===== config.mk =====
export PLATFORM = sky130hd
export DESIGN_NAME = ffd_back_flat
export DESIGN_NICKNAME = d
export VERILOG_FILES = /design/src/sv/ffd_pkg.sv /design/src/sv/ffd_stream_if.sv /design/src/sv/ffd_back.sv /design/src/flat_wrapper.sv
export SDC_FILE = /design/constraint.sdc
export NUM_CORES = 1
export LEC_CHECK = 0
export ABC_CLOCK_PERIOD_IN_PS = 3700
export BUFFER_PORTS_ARGS = -buffer_cell sky130_fd_sc_hd__buf_2
export CORE_UTILIZATION = 45
export CTS_BUF_LIST = sky130_fd_sc_hd__clkbuf_16
export CTS_CLUSTER_DIAMETER = 30
export DETAILED_ROUTE_END_ITERATION = 10
export GPL_ROUTABILITY_DRIVEN = 0
export PLACE_DENSITY = 0.76
export SLEW_MARGIN = 0
export SYNTH_ARGS = -nofsm -noshare
export SYNTH_HDL_FRONTEND = slang
export SYNTH_SLANG_ARGS = --single-unit

===== constraint.sdc =====
create_clock -name clk -period 3.7 [get_ports clk]
set_clock_uncertainty 0.1 [all_clocks]
set_input_delay 0.37 -clock clk [delete_from_list [all_inputs] [get_ports clk]]
set_output_delay 0.37 -clock clk [all_outputs]
set_load 0.03 [all_outputs]

===== src/sv/ffd_pkg.sv =====
`timescale 1ns / 1ps
// ----------------------------------------------------------------------------
// ffd_pkg
// shared types, constants and helper functions of the form field extractor
// ----------------------------------------------------------------------------
package ffd_pkg;

  localparam int NAME_BYTES_DEF = 8;
  localparam int OUT_MAX_DEF    = 256;

  localparam int Q_DEPTH = 4;
  localparam int Q_AW    = 2;

  localparam logic [7:0] CH_PCT   = 8'h25;
  localparam logic [7:0] CH_PLUS  = 8'h2B;
  localparam logic [7:0] CH_AMP   = 8'h26;
  localparam logic [7:0] CH_EQ    = 8'h3D;
  localparam logic [7:0] CH_SPACE = 8'h20;

  // flag candidates "1", "true", "on", first char at index 0
  localparam logic [7:0]       CAND_ONE  = 8'h31;
  localparam logic [3:0][7:0]  CAND_TRUE = {8'h65, 8'h75, 8'h72, 8'h74};
  localparam logic [1:0][7:0]  CAND_ON   = {8'h6E, 8'h6F};
  localparam logic [7:0]       LEN_ONE   = 8'd1;
  localparam logic [7:0]       LEN_TRUE  = 8'd4;
  localparam logic [7:0]       LEN_ON    = 8'd2;

  typedef enum logic [1:0] {
    PH_MATCH,
    PH_SKIP,
    PH_VALUE,
    PH_AFTER
  } phase_t;

  typedef enum logic [1:0] {
    ESC_NONE,
    ESC_PCT,
    ESC_HEX
  } esc_t;

  typedef enum logic [1:0] {
    CFG_FIELD_NAME,
    CFG_NAME_LENGTH,
    CFG_OUT_CAPACITY
  } cfg_idx_t;

  typedef struct packed {
    logic [7:0] body_byte;
  } in_item_t;

  typedef struct packed {
    logic [7:0] value_byte;
    logic       byte_valid;
    logic       done_res;
    logic       found;
    logic       flag_true;
    logic [7:0] value_length;
  } out_item_t;

  // work for the back end: decoded bytes in order, then an optional end-of-body report
  typedef struct packed {
    logic [1:0]      cnt;
    logic [2:0][7:0] bytes;
    logic            term;
    logic            found;
  } entry_t;

  function automatic logic hex_ok(input logic [7:0] c);
    return (c >= 8'h30 && c <= 8'h39) || (c >= 8'h61 && c <= 8'h66) ||
           (c >= 8'h41 && c <= 8'h46);
  endfunction

  function automatic logic [3:0] hex_val(input logic [7:0] c);
    logic [7:0] v;
    if (c <= 8'h39) begin
      v = c - 8'h30;
    end else if (c >= 8'h61) begin
      v = c - 8'h57;
    end else begin
      v = c - 8'h37;
    end
    return v[3:0];
  endfunction

  function automatic logic [2:0] flag_mask_step(input logic [2:0] mask,
                                                input logic [2:0] pos,
                                                input logic [7:0] b);
    logic [2:0] m;
    m = mask;
    if (!(pos == 3'd0 && b == CAND_ONE)) m[0] = 1'b0;
    if (!(pos < 3'd4 && b == CAND_TRUE[pos[1:0]])) m[1] = 1'b0;
    if (!(pos < 3'd2 && b == CAND_ON[pos[0]])) m[2] = 1'b0;
    return m;
  endfunction

endpackage


===== src/sv/ffd_stream_if.sv =====
`timescale 1ns / 1ps
// ----------------------------------------------------------------------------
// ffd_stream_if
// valid/ready channel carrying one item of a given payload type
// ----------------------------------------------------------------------------
interface ffd_stream_if #(
  parameter type payload_t = logic
);
  logic     valid;
  logic     ready;
  payload_t data;

  modport source (output valid, output data, input ready);
  modport sink (input valid, input data, output ready);
endinterface


===== src/sv/ffd_back.sv =====
`timescale 1ns / 1ps
// ----------------------------------------------------------------------------
// ffd_back
// output sequencer: capacity and zero cut-off, flag match, result register
// ----------------------------------------------------------------------------
module ffd_back
  import ffd_pkg::*;
#(
  parameter int OUT_MAX = OUT_MAX_DEF
) (
  input  logic         clk,
  input  logic         rst_n,
  input  logic [8:0]   out_capacity,
  input  entry_t       head,
  input  logic         empty,
  output logic         pop,
  ffd_stream_if.source out_if
);

  localparam int CAP_LIM = (OUT_MAX < 256) ? OUT_MAX : 256;
  localparam logic [8:0] CAP_MAX = 9'(CAP_LIM);

  logic [1:0] idx_r, idx_nxt;
  logic [7:0] emitted_r, emitted_nxt;
  logic       zero_r, zero_nxt;
  logic [2:0] mask_r, mask_nxt;
  logic [2:0] pos_r, pos_nxt;
  logic       out_valid_r, out_valid_nxt;
  out_item_t  out_r, out_nxt;

  logic [8:0] cap;
  logic [8:0] cap_m1;
  logic [7:0] limit;
  logic       adv, term_slot, last, can_put, byte_emit;
  logic [7:0] cur;
  logic       flag;

  assign cap    = (out_capacity > CAP_MAX) ? CAP_MAX : out_capacity;
  assign cap_m1 = cap - 9'd1;
  assign limit  = (cap == 9'd0) ? 8'd0 : cap_m1[7:0];

  assign adv       = !empty && (!out_valid_r || out_if.ready);
  assign term_slot = (idx_r == head.cnt);
  assign last      = term_slot || (!head.term && idx_r == head.cnt - 2'd1);
  assign cur       = head.bytes[idx_r];
  assign can_put   = !zero_r && (emitted_r < limit);
  assign byte_emit = adv && !term_slot && can_put && (cur != 8'h00);
  assign pop       = adv && last;

  assign flag = head.found && ((mask_r[0] && emitted_r == LEN_ONE) ||
                               (mask_r[1] && emitted_r == LEN_TRUE) ||
                               (mask_r[2] && emitted_r == LEN_ON));

  always_comb begin
    idx_nxt       = idx_r;
    emitted_nxt   = emitted_r;
    zero_nxt      = zero_r;
    mask_nxt      = mask_r;
    pos_nxt       = pos_r;
    out_nxt       = out_r;
    out_valid_nxt = out_valid_r && !out_if.ready;
    if (adv) begin
      idx_nxt = last ? 2'd0 : idx_r + 2'd1;
      if (term_slot) begin
        out_valid_nxt        = 1'b1;
        out_nxt.value_byte   = 8'h00;
        out_nxt.byte_valid   = 1'b0;
        out_nxt.done_res     = 1'b1;
        out_nxt.found        = head.found;
        out_nxt.flag_true    = flag;
        out_nxt.value_length = head.found ? emitted_r : 8'd0;
        emitted_nxt          = 8'd0;
        zero_nxt             = 1'b0;
        mask_nxt             = 3'b111;
        pos_nxt              = 3'd0;
      end else if (can_put) begin
        if (cur == 8'h00) begin
          zero_nxt = 1'b1;
        end else begin
          out_valid_nxt        = 1'b1;
          out_nxt.value_byte   = cur;
          out_nxt.byte_valid   = 1'b1;
          out_nxt.done_res     = 1'b0;
          out_nxt.found        = 1'b0;
          out_nxt.flag_true    = 1'b0;
          out_nxt.value_length = 8'd0;
          mask_nxt             = flag_mask_step(mask_r, pos_r, cur);
          pos_nxt              = (pos_r == 3'd7) ? pos_r : pos_r + 3'd1;
          emitted_nxt          = emitted_r + 8'd1;
        end
      end
    end
  end

  assign out_if.valid = out_valid_r;
  assign out_if.data  = out_r;

  always_ff @(posedge clk) begin
    out_r <= out_nxt;
  end

  always_ff @(posedge clk) begin
    if (!rst_n) begin
      idx_r       <= 2'd0;
      emitted_r   <= 8'd0;
      zero_r      <= 1'b0;
      mask_r      <= 3'b111;
      pos_r       <= 3'd0;
      out_valid_r <= 1'b0;
    end else begin
      idx_r       <= idx_nxt;
      emitted_r   <= emitted_nxt;
      zero_r      <= zero_nxt;
      mask_r      <= mask_nxt;
      pos_r       <= pos_nxt;
      out_valid_r <= out_valid_nxt;
    end
  end

`ifndef SYNTH
  a_count_step: assert property (@(posedge clk) disable iff (!rst_n)
    byte_emit |=> emitted_r == $past(emitted_r) + 8'd1)
    else $error("emitted count did not advance with a byte item");

  a_report_clears: assert property (@(posedge clk) disable iff (!rst_n)
    adv && term_slot |=> emitted_r == 8'd0 && mask_r == 3'b111 && !zero_r)
    else $error("value state not cleared after end of body");

  a_report_shape: assert property (@(posedge clk) disable iff (!rst_n)
    out_valid_r && out_r.done_res |-> !out_r.byte_valid &&
      (out_r.found || (out_r.value_length == 8'd0 && !out_r.flag_true)))
    else $error("end of body report inconsistent");
`endif

endmodule

===== src/flat_wrapper.sv =====
// flat-port wrapper written by rule: the top's interface ports become plain ports
module ffd_back_flat import ffd_pkg::*;
#(
  parameter int OUT_MAX = OUT_MAX_DEF
)
  (clk, rst_n, out_capacity, head, empty, pop, out_if_valid, out_if_data, out_if_ready);
  ffd_stream_if out_if_i ();
  input  logic clk;
  input  logic rst_n;
  input  logic [8:0] out_capacity;
  input  entry_t head;
  input  logic empty;
  output logic pop;
  output wire logic [$bits(out_if_i.valid)-1:0] out_if_valid;
  output wire logic [$bits(out_if_i.data)-1:0] out_if_data;
  input wire logic [$bits(out_if_i.ready)-1:0] out_if_ready;
  assign out_if_valid = out_if_i.valid;
  assign out_if_data = out_if_i.data;
  assign out_if_i.ready = out_if_ready;
  ffd_back #(.OUT_MAX(OUT_MAX)) u_core (.clk(clk), .rst_n(rst_n), .out_capacity(out_capacity), .head(head), .empty(empty), .pop(pop), .out_if(out_if_i));
endmodule

==> impl_metrics.yaml <==
clocking:
  htreeDepth: 1
  clock_latency_ns: 0.25
  cts_buffers: 3
  clk_root_buffer_cell: "clkbuf_16"
  clockBufferDepth: 2
  cts.clk_slew.worst_paths_ns: 0.05
  cts_tree: "done"
  cts_resized: 0
  cts_num_sinks: 13
  ctsHoldBuffers: 0
  cts_setup_buffers: 0
pwr:
  p_leak_nw: 0.6636
  ir_worst_vdd_uv: 305.9
  powerDensity_nw_per_um2: 327.8
routing:
  drt_wl_total_um: 3240
  drc_errors: 0
  viasPerCell: 6.044
  vias: 1372
  firstDrtPassIters: 4
  first_iter_violations: 26
  routedWlPerCell_um: 14.27
  ant_nets: 0
floorplanning:
  die_area_sq_um: 2932
  die_h_um: 54.15
  start_util_pct: 48.51
  num_rows: 18
  die_x_um: 54.15
  io_pins: 44
  fp.coreArea_sq_um: 2522
yosys:
  avgSynthCellArea_sq_um: 7.844
  synth_edf_count: 1
  ys_top_cells_by_area: "dfxtp_1 20%, ha_1 9.2%, nor2_1 6.4%"
  ys_warn_count: 0
  yosys.area.top_type_share_pct: 19.63
  yosysMostFrequentCell: "nor2_1"
  async_flop_share_pct: 0
  syn-num-nets: 206
  synth-main-ff-cell: "dfxtp_1"
  ys_seq_area_share_pct: 22.09
  yosysUniqueCellTypes: 47
  syn_inst: 156
  synth_area_sq_um: 1224
  yosys.area.top_type: "dfxtp_1"
  yosys_register_bits: 13
  synthTopCellsByCount: "21 x nor2_1, 13 x nand2_1, 12 x dfxtp_1"
grt:
  grt_pass1_vias: 1270
  grt_max_degree: 23
  gr-total-overflow: 0
  track_usage_pct: 24.25
  antenna_found_initial: 0
  grt_pass1_wl_um: 5161
cells_and_area:
  area_growth_pct: 25.15
  fin_nets: 248
  antenna_cells: 0
  final_util_pct: 60.71
  drive_above_1_share_pct: 26.40
sta:
  slew_headroom_pct: 65.14
  worst_pin_slew_ns: 0.5190
  setup_tns_ns: 0
  finalHoldViolCount: 0
  setup_viol: 0
  final.period_utilization_pct: 90.29
  period_needed_ns: 3.341
  drv_slew: 0
  rsz0062_at_grt: "no"
  fmax_ghz: 0.2993
setup_path:
  critPathMaxFanout: 11
  end_kind: "register"
  path_class: "in2reg"
  worstReg2RegStart: "u_core.emitted_r[5]$_SDFFE_PN0P_"
  endpoint: "u_core.emitted_r[5]$_SDFFE_PN0P_"
  arrival_ns: 3.36
  r2r_end: "u_core.emitted_r[5]$_SDFFE_PN0P_"
  critPathLaunch: "out_capacity[8]"
  crit_required_ns: 3.72
  r2r_cells: 6
  r2r_setup_slack_ns: 1.28
  critPathLaunchType: "primary input"
placement:
  port-buffer-count: 43
  dpl.hpwl_um: 2552
outcome:
  status: "completed"
job:
  drv_cap: 0
min_path:
  hp-class: "in2reg"
[state kept, by name (all words and copies together), names as in the netlist]
name                 flops
u_core.emitted_r         8
u_core.idx_r             2
u_core.out_if.data       1
u_core.out_if.valid      1
u_core.zero_r            1
[cell usage in the layout (no fill, tap or decap), types with 2 or more instances in the layout]
master,netlist,layout
nand2_1,13,13
nor4_1,5,5
clkbuf_16,0,3
nor3b_1,2,2
nor3_1,3,3
o2111ai_1,2,2
nand4b_1,3,3
a21oi_1,5,5
and3_1,7,7
buf_2,1,43
nand2b_1,2,2
mux2_1,2,2
o21a_1,2,2
xnor2_1,6,6
nand3_1,5,5
nand4_1,3,3
o22ai_1,4,4
o21ai_1,5,5
inv_1,3,4
ha_1,9,9
nor2b_1,2,2
o211ai_1,5,5
or4b_1,3,3
o32ai_1,2,2
nor2_1,21,21
a31oi_1,4,4
dfxtp_1,12,12
[how the worst min path moves through the flow]
stage                                           startpoint                                to  cells past startpoint
final                                              head[0]  u_core.out_if.data$_SDFFCE_PP0P_                      2
after global routing                               head[0]  u_core.out_if.data$_SDFFCE_PP0P_                      2
after CTS                                          head[0]  u_core.out_if.data$_SDFFCE_PP0P_                      2
after detailed placement  u_core.emitted_r[1]$_SDFFE_PN0P_  u_core.emitted_r[1]$_SDFFE_PN0P_                      2
after global placement    u_core.emitted_r[2]$_SDFFE_PN0P_  u_core.emitted_r[2]$_SDFFE_PN0P_                      2
after floorplan           u_core.emitted_r[2]$_SDFFE_PN0P_  u_core.emitted_r[2]$_SDFFE_PN0P_                      2
[cells by family after synthesis]
group	Yosys count	share of synthesized area, %
buffers and inverters	9	2.863
DFF	13	22.09
AOI/OAI and AO/OA	40	25.77
adders and majority gates	9	9.203
and+or+nand+nor	76	33.23
xor gates and xnor gates	7	5.010
muxes	2	1.840
[report_power, final]
part	total, mW	switching (mW)	internal [mW]
clock network	0.204	0.0616	0.143
registers	0.162	0.0104	0.152
logic	0.136	0.0785	0.0573
[cell type report]
class	count	area [sq um]
inverters	3	11.26
well taps	30	37.54
clock buffers	3	75.07
flip-flops and latches	13	270.3
fillers	228	991.0
clock inverters	1	3.754
repair buffers	43	215.2
multi-input cells	134	918.4
[routing by layer]
layer	routed length, um	global-route usage [%]	share of wire, %	vias to the layer above
met1	1384	26.83	43	636
met5	0	0	0	-
met2	1698	46.54	52	48
li1	-	-	-	685
met3	135	2.542	4.2	3
met4	22	8.547	0.68	0
[per-stage QoR]
stage / hold slack [ns] / cells / area [sq um] / setup slack [ns] / power [mW]
finish: 0.3486 / 227 / 1531 / 0.3591 / 0.5019
global route: 0.3615 / 227 / 1531 / 0.1128 / 0.5256
CTS: 0.3530 / 227 / 1531 / 0.3763 / 0.5016
detailed placement: 0.4076 / 223 / 1453 / 0.1434 / 0.2984
global placement: 0.3968 / 223 / 1453 / 0.3150 / 0.2938
floorplan: 0.3741 / 156 / 1224 / 0.3362 / 0.2533
[critical path, cell delays in order]
cell and delay (ns):
buf_2 0.19, nand2b_1 0.16, ha_1 0.21, nor2b_1 0.21, nand4_1 0.26, o21ai_1 0.17, ha_1 0.26, a211o_1 0.33
a2111oi_4 0.37, or4b_1 0.49, o32ai_2 0.22, o22ai_1 0.12
(Power assumes the default switching activity.)
