$ cat src/sv/ffd_pkg.sv
`timescale 1ns / 1ps
// ----------------------------------------------------------------------------
// ffd_pkg
// shared types, constants and helper functions of the form field extractor
// ----------------------------------------------------------------------------
package ffd_pkg;

  localparam int NAME_BYTES_DEF = 8;
  localparam int OUT_MAX_DEF    = 256;

  localparam int Q_DEPTH = 4;
  localparam int Q_AW    = 2;

  localparam logic [7:0] CH_PCT   = 8'h25;
  localparam logic [7:0] CH_PLUS  = 8'h2B;
  localparam logic [7:0] CH_AMP   = 8'h26;
  localparam logic [7:0] CH_EQ    = 8'h3D;
  localparam logic [7:0] CH_SPACE = 8'h20;

  // flag candidates "1", "true", "on", first char at index 0
  localparam logic [7:0]       CAND_ONE  = 8'h31;
  localparam logic [3:0][7:0]  CAND_TRUE = {8'h65, 8'h75, 8'h72, 8'h74};
  localparam logic [1:0][7:0]  CAND_ON   = {8'h6E, 8'h6F};
  localparam logic [7:0]       LEN_ONE   = 8'd1;
  localparam logic [7:0]       LEN_TRUE  = 8'd4;
  localparam logic [7:0]       LEN_ON    = 8'd2;

  typedef enum logic [1:0] {
    PH_MATCH,
    PH_SKIP,
    PH_VALUE,
    PH_AFTER
  } phase_t;

  typedef enum logic [1:0] {
    ESC_NONE,
    ESC_PCT,
    ESC_HEX
  } esc_t;

  typedef enum logic [1:0] {
    CFG_FIELD_NAME,
    CFG_NAME_LENGTH,
    CFG_OUT_CAPACITY
  } cfg_idx_t;

  typedef struct packed {
    logic [7:0] body_byte;
  } in_item_t;

  typedef struct packed {
    logic [7:0] value_byte;
    logic       byte_valid;
    logic       done_res;
    logic       found;
    logic       flag_true;
    logic [7:0] value_length;
  } out_item_t;

  // work for the back end: decoded bytes in order, then an optional end-of-body report
  typedef struct packed {
    logic [1:0]      cnt;
    logic [2:0][7:0] bytes;
    logic            term;
    logic            found;
  } entry_t;

  function automatic logic hex_ok(input logic [7:0] c);
    return (c >= 8'h30 && c <= 8'h39) || (c >= 8'h61 && c <= 8'h66) ||
           (c >= 8'h41 && c <= 8'h46);
  endfunction

  function automatic logic [3:0] hex_val(input logic [7:0] c);
    logic [7:0] v;
    if (c <= 8'h39) begin
      v = c - 8'h30;
    end else if (c >= 8'h61) begin
      v = c - 8'h57;
    end else begin
      v = c - 8'h37;
    end
    return v[3:0];
  endfunction

  function automatic logic [2:0] flag_mask_step(input logic [2:0] mask,
                                                input logic [2:0] pos,
                                                input logic [7:0] b);
    logic [2:0] m;
    m = mask;
    if (!(pos == 3'd0 && b == CAND_ONE)) m[0] = 1'b0;
    if (!(pos < 3'd4 && b == CAND_TRUE[pos[1:0]])) m[1] = 1'b0;
    if (!(pos < 3'd2 && b == CAND_ON[pos[0]])) m[2] = 1'b0;
    return m;
  endfunction

endpackage

$ cat src/sv/ffd_queue.sv
`timescale 1ns / 1ps
// ----------------------------------------------------------------------------
// ffd_queue
// short fifo of parsed work between the parser and the output sequencer
// ----------------------------------------------------------------------------
module ffd_queue
  import ffd_pkg::*;
(
  input  logic   clk,
  input  logic   rst_n,
  input  logic   push,
  input  entry_t push_data,
  input  logic   pop,
  output entry_t head,
  output logic   empty,
  output logic   full
);

  entry_t          mem_r [Q_DEPTH];
  logic [Q_AW-1:0] wr_ptr_r, wr_ptr_nxt;
  logic [Q_AW-1:0] rd_ptr_r, rd_ptr_nxt;
  logic [Q_AW:0]   count_r, count_nxt;
  logic            do_push, do_pop;

  assign empty   = (count_r == '0);
  assign full    = (count_r == (Q_AW+1)'(Q_DEPTH));
  assign head    = mem_r[rd_ptr_r];
  assign do_push = push && !full;
  assign do_pop  = pop && !empty;

  always_comb begin
    wr_ptr_nxt = do_push ? wr_ptr_r + Q_AW'(1) : wr_ptr_r;
    rd_ptr_nxt = do_pop ? rd_ptr_r + Q_AW'(1) : rd_ptr_r;
    count_nxt  = count_r;
    if (do_push && !do_pop) count_nxt = count_r + (Q_AW+1)'(1);
    else if (do_pop && !do_push) count_nxt = count_r - (Q_AW+1)'(1);
  end

  always_ff @(posedge clk) begin
    if (do_push) mem_r[wr_ptr_r] <= push_data;
  end

  always_ff @(posedge clk) begin
    if (!rst_n) begin
      wr_ptr_r <= '0;
      rd_ptr_r <= '0;
      count_r  <= '0;
    end else begin
      wr_ptr_r <= wr_ptr_nxt;
      rd_ptr_r <= rd_ptr_nxt;
      count_r  <= count_nxt;
    end
  end

endmodule

$ cat config.mk
export PLATFORM = sky130hd
export DESIGN_NAME = ffd_queue
export DESIGN_NICKNAME = d
export VERILOG_FILES = /design/src/sv/ffd_pkg.sv /design/src/sv/ffd_queue.sv
export SDC_FILE = /design/constraint.sdc
export NUM_CORES = 1
export LEC_CHECK = 0
export BUFFER_PORTS_ARGS = -buffer_cell sky130_fd_sc_hd__buf_2
export CORE_UTILIZATION = 51
export CTS_CLUSTER_SIZE = 30
export DETAILED_ROUTE_END_ITERATION = 16
export PLACE_DENSITY = 0.74
export SYNTH_ARGS = -nofsm -noshare
export SYNTH_HDL_FRONTEND = slang
export SYNTH_SLANG_ARGS = --single-unit
$ cat constraint.sdc
create_clock -name clk -period 1.9 [get_ports clk]
set_input_delay 0.475 -clock clk [delete_from_list [all_inputs] [get_ports clk]]
set_output_delay 0.475 -clock clk [all_outputs]
set_load 0.05 [all_outputs]
==> results_tabular.tex, run 1 <==
\begin{tabular}{lr}
\hline
Metric & Value \\
\hline
\multicolumn{2}{l}{\textbf{STA}} \\
Setup repair after global routing missed its margin & true \\
Achievable Freq & 437 MHz \\
Slack of the critical path & -0.389 ns \\
Number of hold violations in the final report & 0 \\
Fin crit share & 120\% \\
Min Clock Period, post-route & roughly 2.3 ns \\
Number of pins with negative max-slew slack in the final report & 0 \\
Final setup fails & 28 \\
Accumulated negative setup slack & -9.78 ns \\
Transition time at the pin with the least slew margin & between 0.2 and 0.3 ns \\
Worst max-slew margin expressed relative to the limit & approximately four fifths \\
Maximum clock skew at final layout & 0.00531 ns \\
\multicolumn{2}{l}{\textbf{Clocking}} \\
Number of H-tree levels & 4 \\
Total of hold buffers inserted after clock tree synthesis & 0 \\
Number of clock sinks & around 120 \\
Clock network latency to the later pin of the worst-skew pair & about 0.50 ns \\
Clk Tree Root Cell & sky130\_fd\_sc\_hd\_\_clkbuf\_8 \\
CTS tree & yes \\
Buffer levels on the longest clock path & 2 \\
Clock buffers created by TritonCTS & 17 \\
Clock transition at the register clock pins on the worst setup and hold paths after CTS & roughly 0.050 ns \\
\multicolumn{2}{l}{\textbf{GRT}} \\
All-layer global routing usage & a little under a fifth \\
First-pass GRT wire length & 12300 um \\
Number of global-route vias before repair & between 2000 and 2500 \\
Maximum number of pins on one net before global-route repair & 29 \\
Total grt overflow & 0 \\
Number of antenna violations at the first check in global routing & 0 \\
\multicolumn{2}{l}{\textbf{Route}} \\
Via total after detailed routing & between 2000 and 2500 \\
Total detailed-routing wirelength & 7670 um \\
First-pass DRT Iterations & 6 \\
Routed length per placed instance & 18.6 um \\
DRC marker count from the first detailed-route iteration & about 110 \\
Residual antenna-violating net count after detailed routing & 0 \\
DRC Markers & 0 \\
Via-to-Cell Ratio & roughly 5.3 \\
\multicolumn{2}{l}{\textbf{Power}} \\
Part of the power in combinational logic & between 30\% and 40\% \\
Clk pwr share & between 30 and 40\% \\
Pleak & $\sim$2.1 nW \\
Int Power & about 6.8 mW \\
Net switching power & $\sim$3.1 mW \\
Peak supply drop & 0.766 mV \\
Relative contribution of sequential cells to total power & roughly a third \\
Power per standard cell area & 1630 mW/mm\^{}2 \\
Switching share of power & 31.6\% \\
\multicolumn{2}{l}{\textbf{Run status}} \\
Result of the run & complete, but fails checks \\
Failing checks & negative setup slack \\
\multicolumn{2}{l}{\textbf{Worst hold path}} \\
Hold Path Class & in2reg \\
Worst Hold Path EP & mem\_r[3][26] \\
Hold wc startpoint & push\_data[26] \\
Worst hold path depth & 1 \\
\multicolumn{2}{l}{\textbf{Synth}} \\
Number of warnings reported in the yosys synthesis log & 0 \\
Area leader, netlist & sky130\_fd\_sc\_hd\_\_edfxtp\_1 \\
Post-synthesis instance total & $\sim$190 \\
Seq/Total Area, Yosys & around 78\% \\
Mean cell area of the mapped netlist & 23.6 um\^{}2 \\
Post-Syn Area & between 0.004 and 0.005 mm\^{}2 \\
Cell types with the largest area share after synthesis & sky130\_fd\_sc\_hd\_\_edfxtp\_1, sky130\_fd\_sc\_hd\_\_mux4\_2, sky130\_fd\_sc\_hd\_\_dfxtp\_1 \\
Count of different cell masters after synthesis & 24 \\
Net count after synthesis & about 230 \\
Total of flip-flops plus latches after synthesis & around 120 \\
Portion of synthesized cell area occupied by the leading cell type & between 70\% and 80\% \\
\multicolumn{2}{l}{\textbf{Floorplan}} \\
Placement Rows & 34 \\
CORE AREA & 0.00872 mm\^{}2 \\
Initial core utilization & 52.4\% \\
Die span in y & between 90 and 100 um \\
IO Pins & 62 \\
Area enclosed by the die boundary & 0.00935 mm\^{}2 \\
Width of the die & around 97 um \\
\multicolumn{2}{l}{\textbf{Layout}} \\
Most common library cell in the layout ignoring fill and taps & sky130\_fd\_sc\_hd\_\_edfxtp\_1 \\
Diode count & 0 \\
Net count reported at finish & 330 \\
Most frequent cells in the layout & sky130\_fd\_sc\_hd\_\_edfxtp\_1, sky130\_fd\_sc\_hd\_\_buf\_2, sky130\_fd\_sc\_hd\_\_buf\_6 \\
Synth-to-Final Area Change & 32.8\% \\
Layout cell share with drive strength beyond 1 & 51.8\% \\
Non-filler instance count after layout & 413 \\
Final design area excluding fillers & just over 0.006 mm\^{}2 \\
\multicolumn{2}{l}{\textbf{Critical path}} \\
Endpoint kind of the worst setup timing path & primary output \\
Worst reg2reg endpoint & count\_r[2] \\
Internal reg-to-reg setup slack & approximately 0.020 ns \\
Element type at the critical path start & flip-flop \\
R2R Path Start & count\_r[2] \\
Worst Reg-to-Reg Cells & 8 \\
Endpoint arrival time on the critical path & 1.81 ns \\
Top fanout value on the critical path & 6 \\
Critical setup path kind & reg2out \\
Required time worst endpoint & $\sim$1.4 ns \\
\multicolumn{2}{l}{\textbf{Placement}} \\
Post-Place Cell Area & 0.00524 mm\^{}2 \\
Total of buffers placed on input and output ports & 61 \\
Setup WS pre-CTS & -0.177 ns \\
Detailed-placement wirelength estimate & 4610 um \\
Placed Instances & approximately 380 \\
Gp weighted congestion & approximately 0.73 \\
\multicolumn{2}{l}{\textbf{Flow run}} \\
Max-cap violations & 0 \\
\hline
\end{tabular}
[synth_stat cells]
master / instances
sky130_fd_sc_hd__nand2_1: 4
sky130_fd_sc_hd__clkbuf_1: 1
sky130_fd_sc_hd__xor2_1: 1
sky130_fd_sc_hd__o21ai_0: 1
sky130_fd_sc_hd__and2_1: 8
sky130_fd_sc_hd__xnor2_1: 3
sky130_fd_sc_hd__edfxtp_1: 112
sky130_fd_sc_hd__nor3_1: 1
sky130_fd_sc_hd__o311ai_2: 1
sky130_fd_sc_hd__buf_2: 3
sky130_fd_sc_hd__a21boi_0: 1
sky130_fd_sc_hd__inv_1: 3
sky130_fd_sc_hd__mux2i_1: 3
sky130_fd_sc_hd__fa_1: 1
sky130_fd_sc_hd__mux4_2: 24
sky130_fd_sc_hd__or3_1: 1
sky130_fd_sc_hd__ha_1: 5
sky130_fd_sc_hd__nor2b_1: 2
sky130_fd_sc_hd__dfxtp_1: 9
sky130_fd_sc_hd__mux4_1: 4
sky130_fd_sc_hd__buf_6: 2
sky130_fd_sc_hd__buf_12: 2
sky130_fd_sc_hd__nor3b_2: 1
sky130_fd_sc_hd__o31ai_2: 1
[critical path: stages, from the launching register on]
cell and delay (ns):
sky130_fd_sc_hd__dfxtp_4 0.43, sky130_fd_sc_hd__buf_4 0.16, sky130_fd_sc_hd__mux4_1 0.56, sky130_fd_sc_hd__buf_6 0.17
[power groups by stage]
stage                     Clock (mW)  Sequential, mW  Combinational [mW]
after floorplan                    0            3.40                2.21
after global placement             0            3.42                2.88
after detailed placement           0            3.44                2.89
after CTS                       3.09            3.40                3.38
after global routing            3.22            3.45                3.61
final                           3.03            3.42                3.44
[state kept, by name (all words and copies together), names as in the netlist, named ones only]
name      count
count_r       3
mem_r       112
rd_ptr_r      2
wr_ptr_r      2
[stage by stage]
stage | utilization [%] | hold WS (ns) | total power [mW]
2_1_floorplan | - | 0.468 | 5.61
3_3_place_gp | 60.0 | 0.489 | 6.31
3_5_place_dp | 60.0 | 0.500 | 6.33
4_1_cts | 69.0 | 0.159 | 9.87
5_1_grt | 69.6 | 0.159 | 10.3
6_report | 69.6 | 0.191 | 9.89
[layout make-up]
class	count	area (um^2)
timing repair buffer	87	822
sequential	121	3560
fill	570	2650
clock inverter	15	159
inverter	3	11.3
clock buffer	17	414
tap	108	135
multi-input combinational	62	973
[timing repair]
item	CTS	global route
pin swaps	3	2
gates cloned	0	1
resized for setup	64	7
endpoints found under the hold margin	0	0
buffers inserted	2	2
endpoints found under the setup margin	30	31
[worst max path at each step]
| stage | from | endpoint | slack [ns] |
|---|---|---|---|
| floorplan | count_r[0] | count_r[2] | -0.19 |
| global placement | push | count_r[2] | -0.1 |
| detailed placement | push | count_r[2] | -0.18 |
| CTS | flip-flop | head[15] | -0.42 |
| global route | flip-flop | head[17] | -0.46 |
| finish | flip-flop | head[12] | -0.39 |
[logic make-up (layout without fill, tap and decap cells)]
| logic type | after synthesis | after routing | synth area share [%] |
|---|---|---|---|
| DFF | 121 | 121 | 77.5 |
| muxes | 31 | 31 | 14.8 |
| and+or+nand+nor | 17 | 17 | 2.22 |
| buffers and inverters | 11 | 122 | 2.02 |
| adders and majority gates | 6 | 6 | 1.81 |
| AOI/OAI and AO/OA | 4 | 4 | 0.903 |
| xor gates and xnor gates | 4 | 4 | 0.766 |
[layer usage]
metal	routed length [um]	track usage, %	vias to the layer above	part of all wire (%)
li1	-	-	1004	-
met3	331	7.23	4	4.3
met1	3040	20.0	1132	40
met5	0	0	-	0
met2	4210	32.1	63	55
met4	91	7.69	0	1.2
(Power assumes the default switching activity.)
==> run 2, diff against run 1 <==
- CORE_MARGIN: not set -> 2
==> results_tabular.tex, run 2 (synthesis results as in run 1) <==
\begin{tabular}{lr}
\hline
Metric & Value \\
\hline
\multicolumn{2}{l}{\textbf{Layout}} \\
Most common library cell in the layout ignoring fill and taps & sky130\_fd\_sc\_hd\_\_edfxtp\_1 \\
Final core utilization & about 70\% \\
Synth-to-Final Area Change & 34.3\% \\
Biggest register & mem\_r \\
Registers with the highest flip-flop counts & mem\_r x112, count\_r x3 \\
Max FFs per register & roughly 110 \\
Diode count & 0 \\
Net count reported at finish & approximately 330 \\
Layout cell share with drive strength beyond 1 & 52.0\% \\
Most frequent cells in the layout & sky130\_fd\_sc\_hd\_\_edfxtp\_1, sky130\_fd\_sc\_hd\_\_buf\_2, sky130\_fd\_sc\_hd\_\_buf\_6 \\
Final design area excluding fillers & a little over 0.006 mm\^{}2 \\
Non-filler instance count after layout & between 400 and 500 \\
\multicolumn{2}{l}{\textbf{STA}} \\
Transition time at the pin with the least slew margin & 0.280 ns \\
Final setup fails & 28 \\
Accumulated negative setup slack & -9.72 ns \\
Slack of the critical path & -0.376 ns \\
Hold\_ws & between 0.15 and 0.2 ns \\
Number of pins with negative max-slew slack in the final report & 0 \\
Worst max-slew margin expressed relative to the limit & roughly four fifths \\
Number of hold violations in the final report & 0 \\
Setup repair after global routing missed its margin & true \\
Maximum clock skew at final layout & $\sim$0.0051 ns \\
Fin crit share & 120\% \\
Min Clock Period, post-route & around 2.3 ns \\
Achievable Freq & about 440 MHz \\
\multicolumn{2}{l}{\textbf{Power}} \\
Int Power & 6.95 mW \\
Power per standard cell area & 1650 mW/mm\^{}2 \\
Relative contribution of sequential cells to total power & 33.8\% \\
Net switching power & 3.15 mW \\
Post-route total power & $\sim$10 mW \\
Peak supply drop & slightly above 1 mV \\
Part of the power in combinational logic & 34.8\% \\
Pleak & 2.15 nW \\
Clk pwr share & a little under a third \\
Switching share of power & 31.2\% \\
\multicolumn{2}{l}{\textbf{Critical path}} \\
Element type at the critical path start & flip-flop \\
Top fanout value on the critical path & 6 \\
Required time worst endpoint & approximately 1.4 ns \\
Critical setup path kind & reg2out \\
Endpoint kind of the worst setup timing path & primary output \\
Endpoint arrival time on the critical path & between 1.5 and 2 ns \\
Worst Reg-to-Reg Cells & 7 \\
\multicolumn{2}{l}{\textbf{GRT}} \\
Maximum number of pins on one net before global-route repair & 18 \\
All-layer global routing usage & 17.9\% \\
Number of antenna violations at the first check in global routing & 0 \\
Total grt overflow & 0 \\
Number of global-route vias before repair & around 2400 \\
First-pass GRT wire length & 12600 um \\
\multicolumn{2}{l}{\textbf{Worst hold path}} \\
Worst hold path depth & 1 \\
Hold Path Class & in2reg \\
\multicolumn{2}{l}{\textbf{Route}} \\
DRC marker count from the first detailed-route iteration & 91 \\
DRC Markers & 0 \\
Residual antenna-violating net count after detailed routing & 0 \\
Routed length per placed instance & 19.3 um \\
Via total after detailed routing & 2199 \\
Total detailed-routing wirelength & 7970 um \\
Via-to-Cell Ratio & approximately 5.3 \\
First-pass DRT Iterations & 6 \\
\multicolumn{2}{l}{\textbf{Clocking}} \\
Buffer levels on the longest clock path & 2 \\
Number of clock sinks & 121 \\
CTS tree & yes \\
Clock network latency to the later pin of the worst-skew pair & around 0.50 ns \\
Clock buffers created by TritonCTS & 17 \\
Number of H-tree levels & 4 \\
Clk Tree Root Cell & sky130\_fd\_sc\_hd\_\_clkbuf\_8 \\
Clock transition at the register clock pins on the worst setup and hold paths after CTS & 0.06 ns \\
\multicolumn{2}{l}{\textbf{Placement}} \\
Post-Place Cell Area & between 0.005 and 0.006 mm\^{}2 \\
Setup WS pre-CTS & -0.213 ns \\
Placed Instances & approximately 380 \\
Total of buffers placed on input and output ports & 61 \\
Detailed-placement wirelength estimate & between 4000 and 5000 um \\
Gp weighted congestion & 0.723 \\
\multicolumn{2}{l}{\textbf{Run status}} \\
Result of the run & complete, but fails checks \\
Failing checks & negative setup slack \\
\multicolumn{2}{l}{\textbf{Flow run}} \\
Max-cap violations & 0 \\
\multicolumn{2}{l}{\textbf{Floorplan}} \\
Area enclosed by the die boundary & between 0.009 and 0.01 mm\^{}2 \\
Initial core utilization & a little over half \\
CORE AREA & roughly 0.0087 mm\^{}2 \\
Die span in y & 98.7 um \\
Width of the die & 98.7 um \\
Placement Rows & 34 \\
IO Pins & a little over 60 \\
\hline
\end{tabular}
-- run 2: worst paths after layout --
kind | endpoint | start | slack [ns]
setup / recovery | head[10] | flip-flop | -0.38
hold / removal | mem_r[3][7] | push_data[7] | 0.19
setup reg to reg | count_r[2] | count_r[1] | 0.03
hold reg to reg | wr_ptr_r[0] | wr_ptr_r[0] | 0.52
-- run 2: routing by layer --
layer  global-route usage, %  up-vias  routed length (um)
li1                        -      999                   -
met1                    20.5     1112                3140
met2                    30.7       75                4270
met3                    5.74       13                 436
met4                    8.32        0                 124
met5                       0        -                   0
-- run 2: cell type report --
| class | count | area [um^2] |
|---|---|---|
| timing repair buffer | 86 | 863 |
| multi-input combinational | 62 | 975 |
| clock buffer | 18 | 418 |
| inverter | 3 | 11.3 |
| tap | 108 | 135 |
| sequential | 121 | 3560 |
| clock inverter | 14 | 180 |
| fill | 526 | 2580 |
-- run 2: timing repair --
action	in CTS	in global routing
endpoints found under the setup margin	30	31
endpoints found under the hold margin	0	0
setup buffers	3	2
cloned	1	1
gates resized for setup	70	8
hold buffers	0	0
pin swaps	1	5
-- run 2: critical path, cell delays in order, from the launching register on --
cell and delay, ns:
sky130_fd_sc_hd__dfxtp_4 0.43, sky130_fd_sc_hd__clkbuf_16 0.18, sky130_fd_sc_hd__mux4_2 0.52, sky130_fd_sc_hd__buf_6 0.17
-- run 2: power groups by stage --
stage	Combinational (mW)	Clock (mW)	Sequential [mW]
floorplan	2.21	0	3.40
global placement	2.88	0	3.41
detailed placement	2.91	0	3.43
CTS	3.54	3.22	3.40
global route	3.68	3.36	3.44
finish	3.51	3.18	3.42
==> run 3, diff against run 2 <==
- SKIP_LAST_GASP: not set -> 1
==> results_tabular.tex, run 3 (synthesis results as in run 1) <==
\begin{tabular}{lr}
\hline
Metric & Value \\
\hline
\multicolumn{2}{l}{\textbf{Run status}} \\
Result of the run & complete, but fails checks \\
Failing checks & negative setup slack \\
\multicolumn{2}{l}{\textbf{Route}} \\
Routed length per placed instance & $\sim$19 um \\
Total detailed-routing wirelength & around 8000 um \\
DRC marker count from the first detailed-route iteration & 88 \\
Via total after detailed routing & about 2200 \\
Via-to-Cell Ratio & between 5 and 6 \\
DRC Markers & 0 \\
Residual antenna-violating net count after detailed routing & 0 \\
First-pass DRT Iterations & 5 \\
\multicolumn{2}{l}{\textbf{Floorplan}} \\
Die span in y & approximately 100 um \\
Area enclosed by the die boundary & just under 0.01 mm\^{}2 \\
CORE AREA & around 0.0087 mm\^{}2 \\
IO Pins & 62 \\
Width of the die & between 90 and 100 um \\
Placement Rows & 34 \\
Initial core utilization & between 50\% and 60\% \\
\multicolumn{2}{l}{\textbf{Layout}} \\
Layout cell share with drive strength beyond 1 & 52.0\% \\
Net count reported at finish & 329 \\
Most common library cell in the layout ignoring fill and taps & sky130\_fd\_sc\_hd\_\_edfxtp\_1 \\
Most frequent cells in the layout & sky130\_fd\_sc\_hd\_\_edfxtp\_1, sky130\_fd\_sc\_hd\_\_buf\_2, sky130\_fd\_sc\_hd\_\_buf\_6 \\
Max FFs per register & 112 \\
Diode count & 0 \\
Biggest register & mem\_r \\
Fill cell instance count of the final layout & between 500 and 600 \\
Registers with the highest flip-flop counts & mem\_r x112, count\_r x3 \\
Final design area excluding fillers & 0.00614 mm\^{}2 \\
Synth-to-Final Area Change & 34.3\% \\
\multicolumn{2}{l}{\textbf{Power}} \\
Part of the power in combinational logic & 34.8\% \\
Post-route total power & roughly 10 mW \\
Int Power & roughly 6.9 mW \\
Switching share of power & a little under a third \\
Pleak & 2.15 nW \\
Net switching power & 3.16 mW \\
Relative contribution of sequential cells to total power & roughly a third \\
Peak supply drop & about 1.0 mV \\
Power per standard cell area & roughly 1600 mW/mm\^{}2 \\
Clk pwr share & between 30\% and 40\% \\
\multicolumn{2}{l}{\textbf{STA}} \\
Worst max-slew margin expressed relative to the limit & between 80\% and 90\% \\
Slack of the critical path & -0.375 ns \\
Setup repair after global routing missed its margin & true \\
Transition time at the pin with the least slew margin & 0.280 ns \\
Accumulated negative setup slack & -9.75 ns \\
Hold\_ws & roughly 0.19 ns \\
Number of pins with negative max-slew slack in the final report & 0 \\
Fin crit share & 120\% \\
Number of hold violations in the final report & 0 \\
Maximum clock skew at final layout & 0.00555 ns \\
Final setup fails & 28 \\
Min Clock Period, post-route & approximately 2.3 ns \\
Achievable Freq & 439 MHz \\
\multicolumn{2}{l}{\textbf{Critical path}} \\
Worst Reg-to-Reg Cells & 7 \\
Critical setup path kind & reg2out \\
Required time worst endpoint & between 1 and 1.5 ns \\
Element type at the critical path start & flip-flop \\
Endpoint kind of the worst setup timing path & primary output \\
Top fanout value on the critical path & 6 \\
Internal reg-to-reg setup slack & approximately 0.03 ns \\
Endpoint arrival time on the critical path & 1.80 ns \\
\multicolumn{2}{l}{\textbf{Placement}} \\
Total of buffers placed on input and output ports & between 60 and 70 \\
Setup WS pre-CTS & -0.213 ns \\
Post-Place Cell Area & 0.00525 mm\^{}2 \\
Gp weighted congestion & slightly above 0.7 \\
Detailed-placement wirelength estimate & 4820 um \\
\multicolumn{2}{l}{\textbf{GRT}} \\
First-pass GRT wire length & around 13000 um \\
Number of global-route vias before repair & 2399 \\
All-layer global routing usage & 17.8\% \\
Number of antenna violations at the first check in global routing & 0 \\
Total grt overflow & 0 \\
Maximum number of pins on one net before global-route repair & 18 \\
\multicolumn{2}{l}{\textbf{Clocking}} \\
Buffer levels on the longest clock path & 2 \\
Clk Tree Root Cell & sky130\_fd\_sc\_hd\_\_clkbuf\_8 \\
Number of H-tree levels & 4 \\
CTS tree & yes \\
Clock network latency to the later pin of the worst-skew pair & 0.50 ns \\
Clock buffers created by TritonCTS & 17 \\
Number of clock sinks & around 120 \\
Clock transition at the register clock pins on the worst setup and hold paths after CTS & 0.06 ns \\
Total of hold buffers inserted after clock tree synthesis & 0 \\
\multicolumn{2}{l}{\textbf{Flow run}} \\
Max-cap violations & 0 \\
\multicolumn{2}{l}{\textbf{Worst hold path}} \\
Hold Path Class & in2reg \\
Worst hold path depth & 1 \\
\hline
\end{tabular}
-- run 3: cell counts in the layout (fill, tap and decap cells not counted) --
No cell type changed its count.
-- run 3: power by group through the flow --
stage | clock (mW) | sequential [mW] | combinational, mW
2_1_floorplan | 0 | 3.40 | 2.21
3_3_place_gp | 0 | 3.41 | 2.88
3_5_place_dp | 0 | 3.43 | 2.91
4_1_cts | 3.22 | 3.40 | 3.42
5_1_grt | 3.36 | 3.44 | 3.68
6_report | 3.18 | 3.42 | 3.52
-- run 3: timing repair --
action / in CTS / in global routing
gates resized for setup: 54 / 26
setup endpoints to repair: 30 / 31
setup buffers: 3 / 2
pin swaps: 1 / 5
cloned: 1 / 1
-- run 3: metrics by stage --
step | instances | util, %
global placement | 375 | 60.2
CTS | 411 | 69.6
global route | 412 | 70.4
floorplan | 194 | -
finish | 412 | 70.4
detailed placement | 375 | 60.2
-- run 3: per-layer routing --
| layer | wire, um | track usage (%) | vias to the layer above |
|---|---|---|---|
| li1 | - | - | 998 |
| met5 | 0 | 0 | - |
| met1 | 3170 | 20.4 | 1116 |
| met4 | 124 | 8.32 | 0 |
| met3 | 413 | 5.82 | 13 |
| met2 | 4270 | 30.5 | 71 |
-- run 3: worst paths after layout --
path	start	to
max	flip-flop	head[4]
min	push_data[7]	mem_r[3][7]
max reg2reg	count_r[1]	count_r[2]
min reg2reg	wr_ptr_r[0]	wr_ptr_r[0]
-- run 3: final cells by class --
cell class                 instances  area, um^2  area share, %
multi-input combinational         62         975           15.9
clock buffer                      18         418           6.81
clock inverter                    14         180           2.93
tap                              108         135           2.20
sequential                       121        3560           57.9
inverter                           3        11.3          0.183
timing repair buffer              86         863           14.1
-- run 3: critical path, cell delays in order (launching register included) --
cell and delay (ns):
sky130_fd_sc_hd__dfxtp_4 0.43, sky130_fd_sc_hd__clkbuf_16 0.18, sky130_fd_sc_hd__mux4_2 0.51, sky130_fd_sc_hd__buf_6 0.17
